`src/sv/dhd_pkg.sv`:
```
// ----------------------------------------------------------------------------
// dhd_pkg - shared definitions for the double hash dictionary
// Table geometry, derived widths, status codes, entry and hash result types,
// and the residue step used by the key hash unit.
// ----------------------------------------------------------------------------
`default_nettype none

package dhd_pkg;

	// Power of five, evaluated at elaboration
	function automatic int pow5(input int n);
		int acc;
		acc = 1;
		for (int i = 0; i < n; i++) begin
			acc = acc * 5;
		end
		return acc;
	endfunction

	localparam int TABLE_SIZE  = 1021;
	localparam int MAX_SYMBOLS = 12;

	// Fixed field widths
	localparam int LEN_W    = 4;
	localparam int SYMS_W   = 24;
	localparam int STATUS_W = 2;
	localparam int SLOT_O_W = 10;

	// Derived widths
	localparam int SLOT_W    = $clog2(TABLE_SIZE);
	localparam int RED_W     = SLOT_W + 3;
	localparam int PROBE_W   = $clog2(TABLE_SIZE + 1);
	localparam int KEY_W     = $clog2(pow5(MAX_SYMBOLS));
	localparam int CNT_W     = $clog2(MAX_SYMBOLS + 1);
	localparam int SYM_REG_W = 2 * MAX_SYMBOLS;
	localparam int SYM_IDX_W = (MAX_SYMBOLS > 1) ? $clog2(MAX_SYMBOLS) : 1;

	// Moduli
	localparam logic [SLOT_W-1:0] MOD_POS  = SLOT_W'(TABLE_SIZE);
	localparam logic [SLOT_W-1:0] MOD_STEP = SLOT_W'(TABLE_SIZE - 1);

	// Operation codes
	localparam logic OP_INSERT = 1'b0;
	localparam logic OP_FIND   = 1'b1;

	// Result status codes
	localparam logic [STATUS_W-1:0] ST_FOUND     = 2'd0;
	localparam logic [STATUS_W-1:0] ST_NOT_FOUND = 2'd1;
	localparam logic [STATUS_W-1:0] ST_INSERTED  = 2'd2;
	localparam logic [STATUS_W-1:0] ST_FULL      = 2'd3;

	typedef struct packed {
		logic             valid;
		logic [KEY_W-1:0] key;
	} entry_t;

	typedef struct packed {
		logic              done;
		logic [KEY_W-1:0]  key;
		logic [SLOT_W-1:0] pos;
		logic [SLOT_W-1:0] step;
	} hash_res_t;

	// Residue update: (5*r + c) mod m for r < m, c in 1..4
	function automatic logic [SLOT_W-1:0] red5(
		input logic [SLOT_W-1:0] r,
		input logic [2:0]        c,
		input logic [SLOT_W-1:0] m
	);
		logic [RED_W-1:0] t;
		logic [RED_W-1:0] res;
		logic [RED_W-1:0] mk;
		t   = {3'b000, r} + {1'b0, r, 2'b00} + RED_W'(c);
		res = t;
		for (int k = 1; k < 6; k++) begin
			mk = RED_W'(k) * {3'b000, m};
			if (t >= mk) begin
				res = t - mk;
			end
		end
		return res[SLOT_W-1:0];
	endfunction

endpackage

`default_nettype wire

```
`src/sv/dhd_hash.sv`:
```
// ----------------------------------------------------------------------------
// dhd_hash - iterative key hash unit
// Folds the key symbols in Horner order, highest symbol first, one symbol a
// cycle, keeping the key value and its residues mod TABLE_SIZE and
// TABLE_SIZE-1. Reports the home slot and the probe step when done.
// ----------------------------------------------------------------------------
`default_nettype none

module dhd_hash (
	input  wire logic                        clk,
	input  wire logic                        arst_n,
	input  wire logic                        start,
	input  wire logic [dhd_pkg::LEN_W-1:0]   key_length,
	input  wire logic [dhd_pkg::SYMS_W-1:0]  key_symbols,
	output dhd_pkg::hash_res_t               res
);

	typedef enum logic {
		H_IDLE,
		H_RUN
	} hstate_t;

	hstate_t                          state_q;
	logic [dhd_pkg::CNT_W-1:0]        cnt_q;
	logic [dhd_pkg::SYM_REG_W-1:0]    sym_q;
	logic [dhd_pkg::KEY_W-1:0]        key_q;
	logic [dhd_pkg::SLOT_W-1:0]       rpos_q;
	logic [dhd_pkg::SLOT_W-1:0]       rstep_q;

	logic [dhd_pkg::CNT_W-1:0]        len_sat;
	logic [dhd_pkg::SYM_IDX_W-1:0]    idx;
	logic [2:0]                       code;
	logic [dhd_pkg::KEY_W+2:0]        key_next;

	// Saturate the length to the symbol capacity
	assign len_sat = (key_length > dhd_pkg::LEN_W'(dhd_pkg::MAX_SYMBOLS)) ?
		dhd_pkg::CNT_W'(dhd_pkg::MAX_SYMBOLS) : dhd_pkg::CNT_W'(key_length);

	// Pick the current symbol and form its weight digit
	assign idx      = dhd_pkg::SYM_IDX_W'(cnt_q - 1'b1);
	assign code     = {1'b0, sym_q[{idx, 1'b0} +: 2]} + 3'd1;
	assign key_next = {3'b000, key_q} + {1'b0, key_q, 2'b00} + (dhd_pkg::KEY_W+3)'(code);

	// Sequence the fold
	always_ff @(posedge clk or negedge arst_n) begin
		if (!arst_n) begin
			state_q <= H_IDLE;
			cnt_q   <= '0;
		end else begin
			unique case (state_q)
				H_IDLE: begin
					if (start) begin
						cnt_q   <= len_sat;
						sym_q   <= dhd_pkg::SYM_REG_W'(key_symbols);
						key_q   <= '0;
						rpos_q  <= '0;
						rstep_q <= '0;
						state_q <= H_RUN;
					end
				end
				H_RUN: begin
					if (cnt_q == '0) begin
						state_q <= H_IDLE;
					end else begin
						key_q   <= key_next[dhd_pkg::KEY_W-1:0];
						rpos_q  <= dhd_pkg::red5(rpos_q, code, dhd_pkg::MOD_POS);
						rstep_q <= dhd_pkg::red5(rstep_q, code, dhd_pkg::MOD_STEP);
						cnt_q   <= cnt_q - 1'b1;
					end
				end
				default: begin
					state_q <= H_IDLE;
				end
			endcase
		end
	end

	// Step is (1 + key) mod (TABLE_SIZE - 1)
	always_comb begin
		res.done = (state_q == H_RUN) && (cnt_q == '0);
		res.key  = key_q;
		res.pos  = rpos_q;
		if (rstep_q == dhd_pkg::MOD_STEP - 1'b1) begin
			res.step = '0;
		end else begin
			res.step = rstep_q + 1'b1;
		end
	end

endmodule

`default_nettype wire
```
`config.mk`:
```
export PLATFORM = sky130hd
export DESIGN_NAME = dhd_hash
export DESIGN_NICKNAME = d
export VERILOG_FILES = /design/src/sv/dhd_pkg.sv /design/src/sv/dhd_hash.sv
export SDC_FILE = /design/constraint.sdc
export NUM_CORES = 1
export LEC_CHECK = 0
export ABC_CLOCK_PERIOD_IN_PS = 7500
export BUFFER_PORTS_ARGS = -buffer_cell sky130_fd_sc_hd__buf_2
export CAP_MARGIN = 20
export CORE_MARGIN = 5
export CORE_UTILIZATION = 55
export DETAILED_ROUTE_END_ITERATION = 8
export GPL_ROUTABILITY_DRIVEN = 0
export GPL_TIMING_DRIVEN = 0
export PLACE_DENSITY = 0.75
export SYNTH_ARGS = -nofsm -noshare
export SYNTH_HDL_FRONTEND = slang
export SYNTH_SLANG_ARGS = --single-unit
```
`constraint.sdc`:
```
create_clock -name clk -period 7.5 [get_ports clk]
set_input_delay 1.125 -clock clk [delete_from_list [all_inputs] [get_ports clk]]
set_output_delay 1.125 -clock clk [all_outputs]
set_load 0.02 [all_outputs]
```
==> flow_metrics.py, run 1 <==
metrics = {
    "global_routing": {
        "track_usage": 0.231,
        "overflow": 0,
        "grt_max_degree": 36,
        "grt_pass1_vias": 6893,
        "antenna_found_initial": 0,
        "grt_pass1_wl_mm": 33.7,
    },
    "setup_path": {
        "path_class": "flip-flop to flip-flop",
        "cp-start-kind": "flip-flop",
        "r2r-start": "cnt_q[0]$_DFFE_PN0P_",
        "timing.reg2reg.worst_path_depth": 25,
        "cp_max_fo": 11,
        "end_kind": "flip-flop",
        "required_ps": 7670,
        "reg2reg_slack_ps": 380,
        "arrival_ps": 7280,
        "worstReg2RegEnd": "rpos_q[5]$_SDFFCE_PN0P_",
    },
    "place": {
        "dp_slack_ps": 272,
        "port_buffers": 79,
        "dp_hpwl_mm": 15.6,
        "placed_cell_area_um2": 8920,
    },
    "detailed_routing": {
        "drt-vias-per-instance": 6.27,
        "wl_mm": 20.7,
        "wl_per_cell_um": 17.2,
        "drtPass1Iterations": 5,
        "drc": 0,
        "drtIter0Drc": 501,
        "dr_total_vias": 7535,
        "ant_nets": 0,
    },
    "yosys": {
        "synthCells": 921,
        "synth_area_um2": 8280,
        "syn_avg_cell_area_um2": 8.99,
        "async_reset_ff_frac": 0.0649,
        "synth_top_area_frac": 0.261,
        "synth_seq_area_share": 0.276,
        "ys_types": 83,
        "syn_nets": 1071,
        "synth_edf_count": 72,
        "synth_flop_cell": "edfxtp_1",
        "synth.most_common_cell": "ha_1",
        "ys_top_cells_by_count": "ha_1, nor2_1, edfxtp_1, a21oi_1, nand2_1",
        "synth-seq-cells": 77,
        "synth_area_leader_cell": "edfxtp_1",
        "yosysWarnings": 0,
        "ys_top_cells_by_area": "edfxtp_1, ha_1, nor2_1",
    },
    "sta": {
        "fin_crit_sh": 0.949,
        "fin_setup_tns_ps": 0,
        "setup_viol": 0,
        "slew_violations": 0,
        "relSlewSlack": 0.355,
        "fmax_mhz": 140,
        "fin_skew_ps": 10.4,
        "finalHoldViolations": 0,
        "fin_crit_ps": 7120,
        "worst_slew_pin_slew_ps": 967,
        "layout_setup_ws_ps": 382,
        "rsz0062_at_grt": "no",
    },
    "status": {
        "status": "complete, no violations",
    },
    "cells_and_area": {
        "final_area_um2": 9290,
        "drive_gt1_frac": 0.137,
        "area_delta_synth_final_pct": 12.3,
        "num-nets-final": 1162,
        "diodes": 0,
        "finish.utilization": 0.634,
    },
    "cts": {
        "clkTransAtPathRegs_ps": 70,
        "clkLatencyLatePin_ps": 350,
        "post-cts-setup-buffers": 0,
        "root_buffer": "clkbuf_16",
        "htree_levels": 3,
        "cts_buffer_depth": 2,
        "cts.sinks": 77,
        "cts_made_buffers": 9,
        "tritoncts": "done",
    },
    "floorplan": {
        "dieHeight_um": 133,
        "io_pins": 80,
        "start_util": 0.565,
        "die_area_um2": 17600,
        "core_area_um2": 14600,
        "die_w_um": 133,
        "num_rows": 44,
    },
    "worst_hold_path": {
        "min_path_type": "primary input to async pin",
    },
    "flow_run": {
        "drv_cap": 0,
    },
}
==> layer usage <==
| layer | vias to the layer above | global-route usage | wire length (µm) |
|---|---|---|---|
| met3 | 53 | 0.0353 | 1300 |
| met5 | - | 0 | 0 |
| met1 | 3486 | 0.303 | 9050 |
| met2 | 262 | 0.383 | 9600 |
| met4 | 0 | 0.0953 | 700 |
| li1 | 3734 | - | - |
==> final cells by class <==
class | instances | area, µm²
Inverter | 41 | 154
Fill cell | 1252 | 5350
Tap cell | 184 | 230
Sequential cell | 77 | 2290
Buffer | 31 | 133
Clock inverter | 7 | 111
Clock buffer | 9 | 225
Timing Repair Buffer | 80 | 415
Multi-Input combinational cell | 772 | 5740
==> placed cells by master (no fill, tap or decap), types with 6 or more instances in the layout <==
| master | n |
|---|---|
| a31oi_1 | 15 |
| nor4_1 | 7 |
| nor2b_1 | 11 |
| edfxtp_1 | 72 |
| nand3_1 | 31 |
| and2_1 | 7 |
| nor3b_1 | 6 |
| o31a_1 | 7 |
| ha_1 | 115 |
| nor3_1 | 29 |
| o21a_1 | 16 |
| or2_2 | 10 |
| or3_1 | 12 |
| mux4_2 | 6 |
| a21oi_1 | 62 |
| buf_2 | 86 |
| o211ai_1 | 9 |
| nor2_1 | 82 |
| nand2b_1 | 11 |
| clkbuf_1 | 21 |
| o21ai_1 | 13 |
| nand2_1 | 57 |
| a211oi_1 | 12 |
| and3_1 | 12 |
| inv_1 | 38 |
| o21ai_0 | 28 |
| a21o_1 | 29 |
| a311oi_1 | 10 |
| clkbuf_16 | 9 |
| xor2_1 | 16 |
| o21bai_1 | 11 |
| nand4_1 | 9 |
| xnor2_1 | 28 |
| mux2i_1 | 11 |
==> metrics by stage <==
step / hold WS (ps) / std cells
after global routing: 595 / 1201
final: 590 / 1201
after floorplan: 560 / 921
after CTS: 581 / 1201
after detailed placement: 597 / 1185
after global placement: 588 / 1184
==> worst max path at each step <==
stage	depth (start not counted)	from	slack, ps	to
6_report	25	cnt_q[0]$_DFFE_PN0P_	380	rpos_q[5]$_SDFFCE_PN0P_
4_1_cts	24	cnt_q[0]$_DFFE_PN0P_	150	rpos_q[8]$_SDFFCE_PN0P_
3_3_place_gp	24	cnt_q[0]$_DFFE_PN0P_	330	rpos_q[8]$_SDFFCE_PN0P_
5_1_grt	25	cnt_q[0]$_DFFE_PN0P_	1	rpos_q[5]$_SDFFCE_PN0P_
3_5_place_dp	24	cnt_q[0]$_DFFE_PN0P_	270	rpos_q[8]$_SDFFCE_PN0P_
2_1_floorplan	25	cnt_q[0]$_DFFE_PN0P_	1470	rstep_q[5]$_SDFFCE_PN0P_
==> flip-flops by register name, summed over array words and instances (netlist names) <==
name     cells
cnt_q        4
state_q      1
rstep_q     10
rpos_q      10
key_q       28
sym_q       24
==> cell families (layout without fill, tap and decap cells) <==
logic type / after synthesis / count (layout) / share of synthesized area
buffers and inverters: 72 / 168 / 0.0346
XOR/XNOR: 47 / 47 / 0.0497
multiplexers: 18 / 18 / 0.0310
AO/OA/AOI/OAI: 283 / 283 / 0.240
AND/OR/NAND/NOR: 305 / 305 / 0.184
flip-flops: 77 / 77 / 0.276
adder cells (fa/ha/maj): 119 / 119 / 0.184
==> repair_timing <==
action | CTS | global route
setup endpoints to repair | 0 | 13
hold buffers | 0 | 0
resized for setup | 0 | 6
==> worst max-delay path, cell delays in order (launching register included) <==
cell      delay (ps)
dfrtp_1          350
buf_6            160
inv_1            100
ha_1             280
buf_1            300
mux4_2           360
mux2i_1          250
nor2_1           190
nor2_1           260
inv_1            130
ha_1             350
ha_1             300
ha_1             200
inv_1             70
fa_1             770
inv_1            210
ha_1             280
nand2_1           80
nor3_1            50
a31oi_1          200
nand3_1          130
a211oi_1         720
nor4_1           160
o311a_1          430
or3_1            360
a21oi_1          220
Power of run 1 is left out: the tool's default activity adds up to more than one toggle a clock period on the data nets, which glitch-free logic cannot reach.
==> inputs of run 2 (changes only) <==
--- a/config.mk
+++ b/config.mk
@@ -7,9 +7,10 @@
 export LEC_CHECK = 0
 export ABC_CLOCK_PERIOD_IN_PS = 7500
 export BUFFER_PORTS_ARGS = -buffer_cell sky130_fd_sc_hd__buf_2
-export CAP_MARGIN = 20
+export CAP_MARGIN = 5
 export CORE_MARGIN = 5
 export CORE_UTILIZATION = 55
+export CTS_BUF_LIST = sky130_fd_sc_hd__clkbuf_4
 export DETAILED_ROUTE_END_ITERATION = 8
 export GPL_ROUTABILITY_DRIVEN = 0
 export GPL_TIMING_DRIVEN = 0
==> flow_metrics.py, run 2 (synthesis results as in run 1) <==
metrics = {
    "status": {
        "status": "complete, no violations",
    },
    "cts": {
        "cts_made_buffers": 9,
        "tritoncts": "done",
        "root_buffer": "clkbuf_4",
        "clkLatencyLatePin_ps": 490,
        "hold_buffers": 0,
        "cts.sinks": 77,
        "cts_buffer_depth": 2,
        "clkTransAtPathRegs_ps": 150,
        "htree_levels": 3,
    },
    "global_routing": {
        "antenna_found_initial": 1,
        "grt_max_degree": 36,
        "grt_pass1_wl_mm": 33.6,
        "grt_pass1_vias": 6913,
        "overflow": 0,
        "track_usage": 0.230,
    },
    "setup_path": {
        "slowest_delay_ps": 470,
        "crit_cells": 25,
        "path_class": "flip-flop to flip-flop",
        "cp_common_cell": "ha_1",
        "end_kind": "flip-flop",
        "critPathTopFamily": "simple AND/OR/NAND/NOR gates",
        "cp_num_buf_inv": 5,
        "cp_slowest_cell": "or4_1",
        "startpoint": "cnt_q[0]$_DFFE_PN0P_",
        "r2r-start": "cnt_q[0]$_DFFE_PN0P_",
        "timing.reg2reg.worst_path_depth": 25,
        "reg2reg_slack_ps": 440,
        "required_ps": 7740,
        "cp-start-kind": "flip-flop",
        "crit_end": "rstep_q[6]$_SDFFCE_PN0P_",
        "arrival_ps": 7300,
        "worstReg2RegEnd": "rstep_q[6]$_SDFFCE_PN0P_",
        "cp_max_fo": 10,
    },
    "cells_and_area": {
        "mostFrequentLayoutCell": "ha_1",
        "drive_gt1_frac": 0.138,
        "final_cell_mix": "ha_1, buf_2, nor2_1",
        "finish.utilization": 0.624,
        "largest_register_ffs": 28,
        "reg.largest.list": "key_q x28, sym_q x24",
        "num-nets-final": 1162,
        "area_delta_synth_final_pct": 10.5,
        "regMostFlops": "key_q",
    },
    "sta": {
        "finalHoldViolations": 0,
        "fin_crit_sh": 0.941,
        "worst_slew_pin_slew_ps": 981,
        "setup_viol": 0,
        "fin_skew_ps": 28.5,
        "fin_crit_ps": 7060,
        "fmax_mhz": 142,
        "slew_violations": 0,
        "relSlewSlack": 0.346,
    },
    "detailed_routing": {
        "wl_mm": 20.6,
        "drtIter0Drc": 488,
        "drt-vias-per-instance": 6.28,
        "dr_total_vias": 7543,
        "wl_per_cell_um": 17.1,
        "ant_nets": 0,
        "drc": 0,
        "drtPass1Iterations": 5,
    },
    "place": {
        "port_buffers": 79,
        "dp_hpwl_mm": 15.6,
    },
    "floorplan": {
        "start_util": 0.565,
        "dieHeight_um": 133,
        "num_rows": 44,
        "die_w_um": 133,
        "die_area_um2": 17600,
        "io_pins": 80,
        "core_area_um2": 14600,
    },
    "worst_hold_path": {
        "min_path_type": "primary input to async pin",
    },
    "flow_run": {
        "drv_cap": 0,
    },
}
[run 2: cell count changes in the layout (fill, tap and decap cells not counted), sizes merged]
cell | previous run | this run
diode | 0 | 1
[run 2: how the worst min path moves through the flow]
stage / endpoint / slack [ps] / from
after floorplan: cnt_q[1]$_DFFE_PN0P_ / 560 / cnt_q[1]$_DFFE_PN0P_
after global placement: cnt_q[1]$_DFFE_PN0P_ / 590 / cnt_q[1]$_DFFE_PN0P_
after detailed placement: cnt_q[1]$_DFFE_PN0P_ / 600 / cnt_q[1]$_DFFE_PN0P_
after CTS: cnt_q[3]$_DFFE_PN0P_ / 420 / arst_n
after global routing: cnt_q[2]$_DFFE_PN0P_ / 410 / arst_n
final: cnt_q[3]$_DFFE_PN0P_ / 440 / arst_n
[run 2: per-layer routing]
| metal | wire length, µm | track usage | vias up |
|---|---|---|---|
| met4 | 643 | 0.0895 | 0 |
| met5 | 0 | 0 | - |
| met3 | 1240 | 0.0410 | 46 |
| met1 | 9170 | 0.302 | 3532 |
| li1 | - | - | 3729 |
| met2 | 9560 | 0.380 | 236 |
[run 2: stage by stage]
stage	hold slack (ps)	area (µm²)	cells	TNS (ps)	setup slack, ps
global placement	588	8900	1184	0	334
floorplan	560	8280	921	0	1470
finish	441	9140	1202	0	440
detailed placement	597	8920	1185	0	272
global route	412	9140	1202	-0.0853	-0.0853
CTS	417	9100	1201	0	159
[run 2: worst register-to-register path: cells and delay by family, from the launching register on]
kind,cells,cell delay [ps]
AO/OA/AOI/OAI,3,720
XOR/XNOR,1,280
adder cells (fa/ha/maj),6,1820
buffers and inverters,5,760
flip-flops,1,370
multiplexers,3,1000
AND/OR/NAND/NOR,7,1860
[run 2: layout make-up]
cell class / count / area (µm²)
clock buffer: 9 / 67.6
timing repair buffer: 80 / 415
multi-input combinational: 772 / 5740
antenna: 1 / 2.50
sequential: 77 / 2290
inverter: 41 / 154
buffer: 31 / 133
tap: 184 / 230
fill: 1274 / 5500
clock inverter: 7 / 111
[run 2: timing repair]
item,CTS,global route
setup endpoints to repair,0,15
setup buffers,0,0
resized for setup,0,7
Power of run 2 is left out for the same reason.
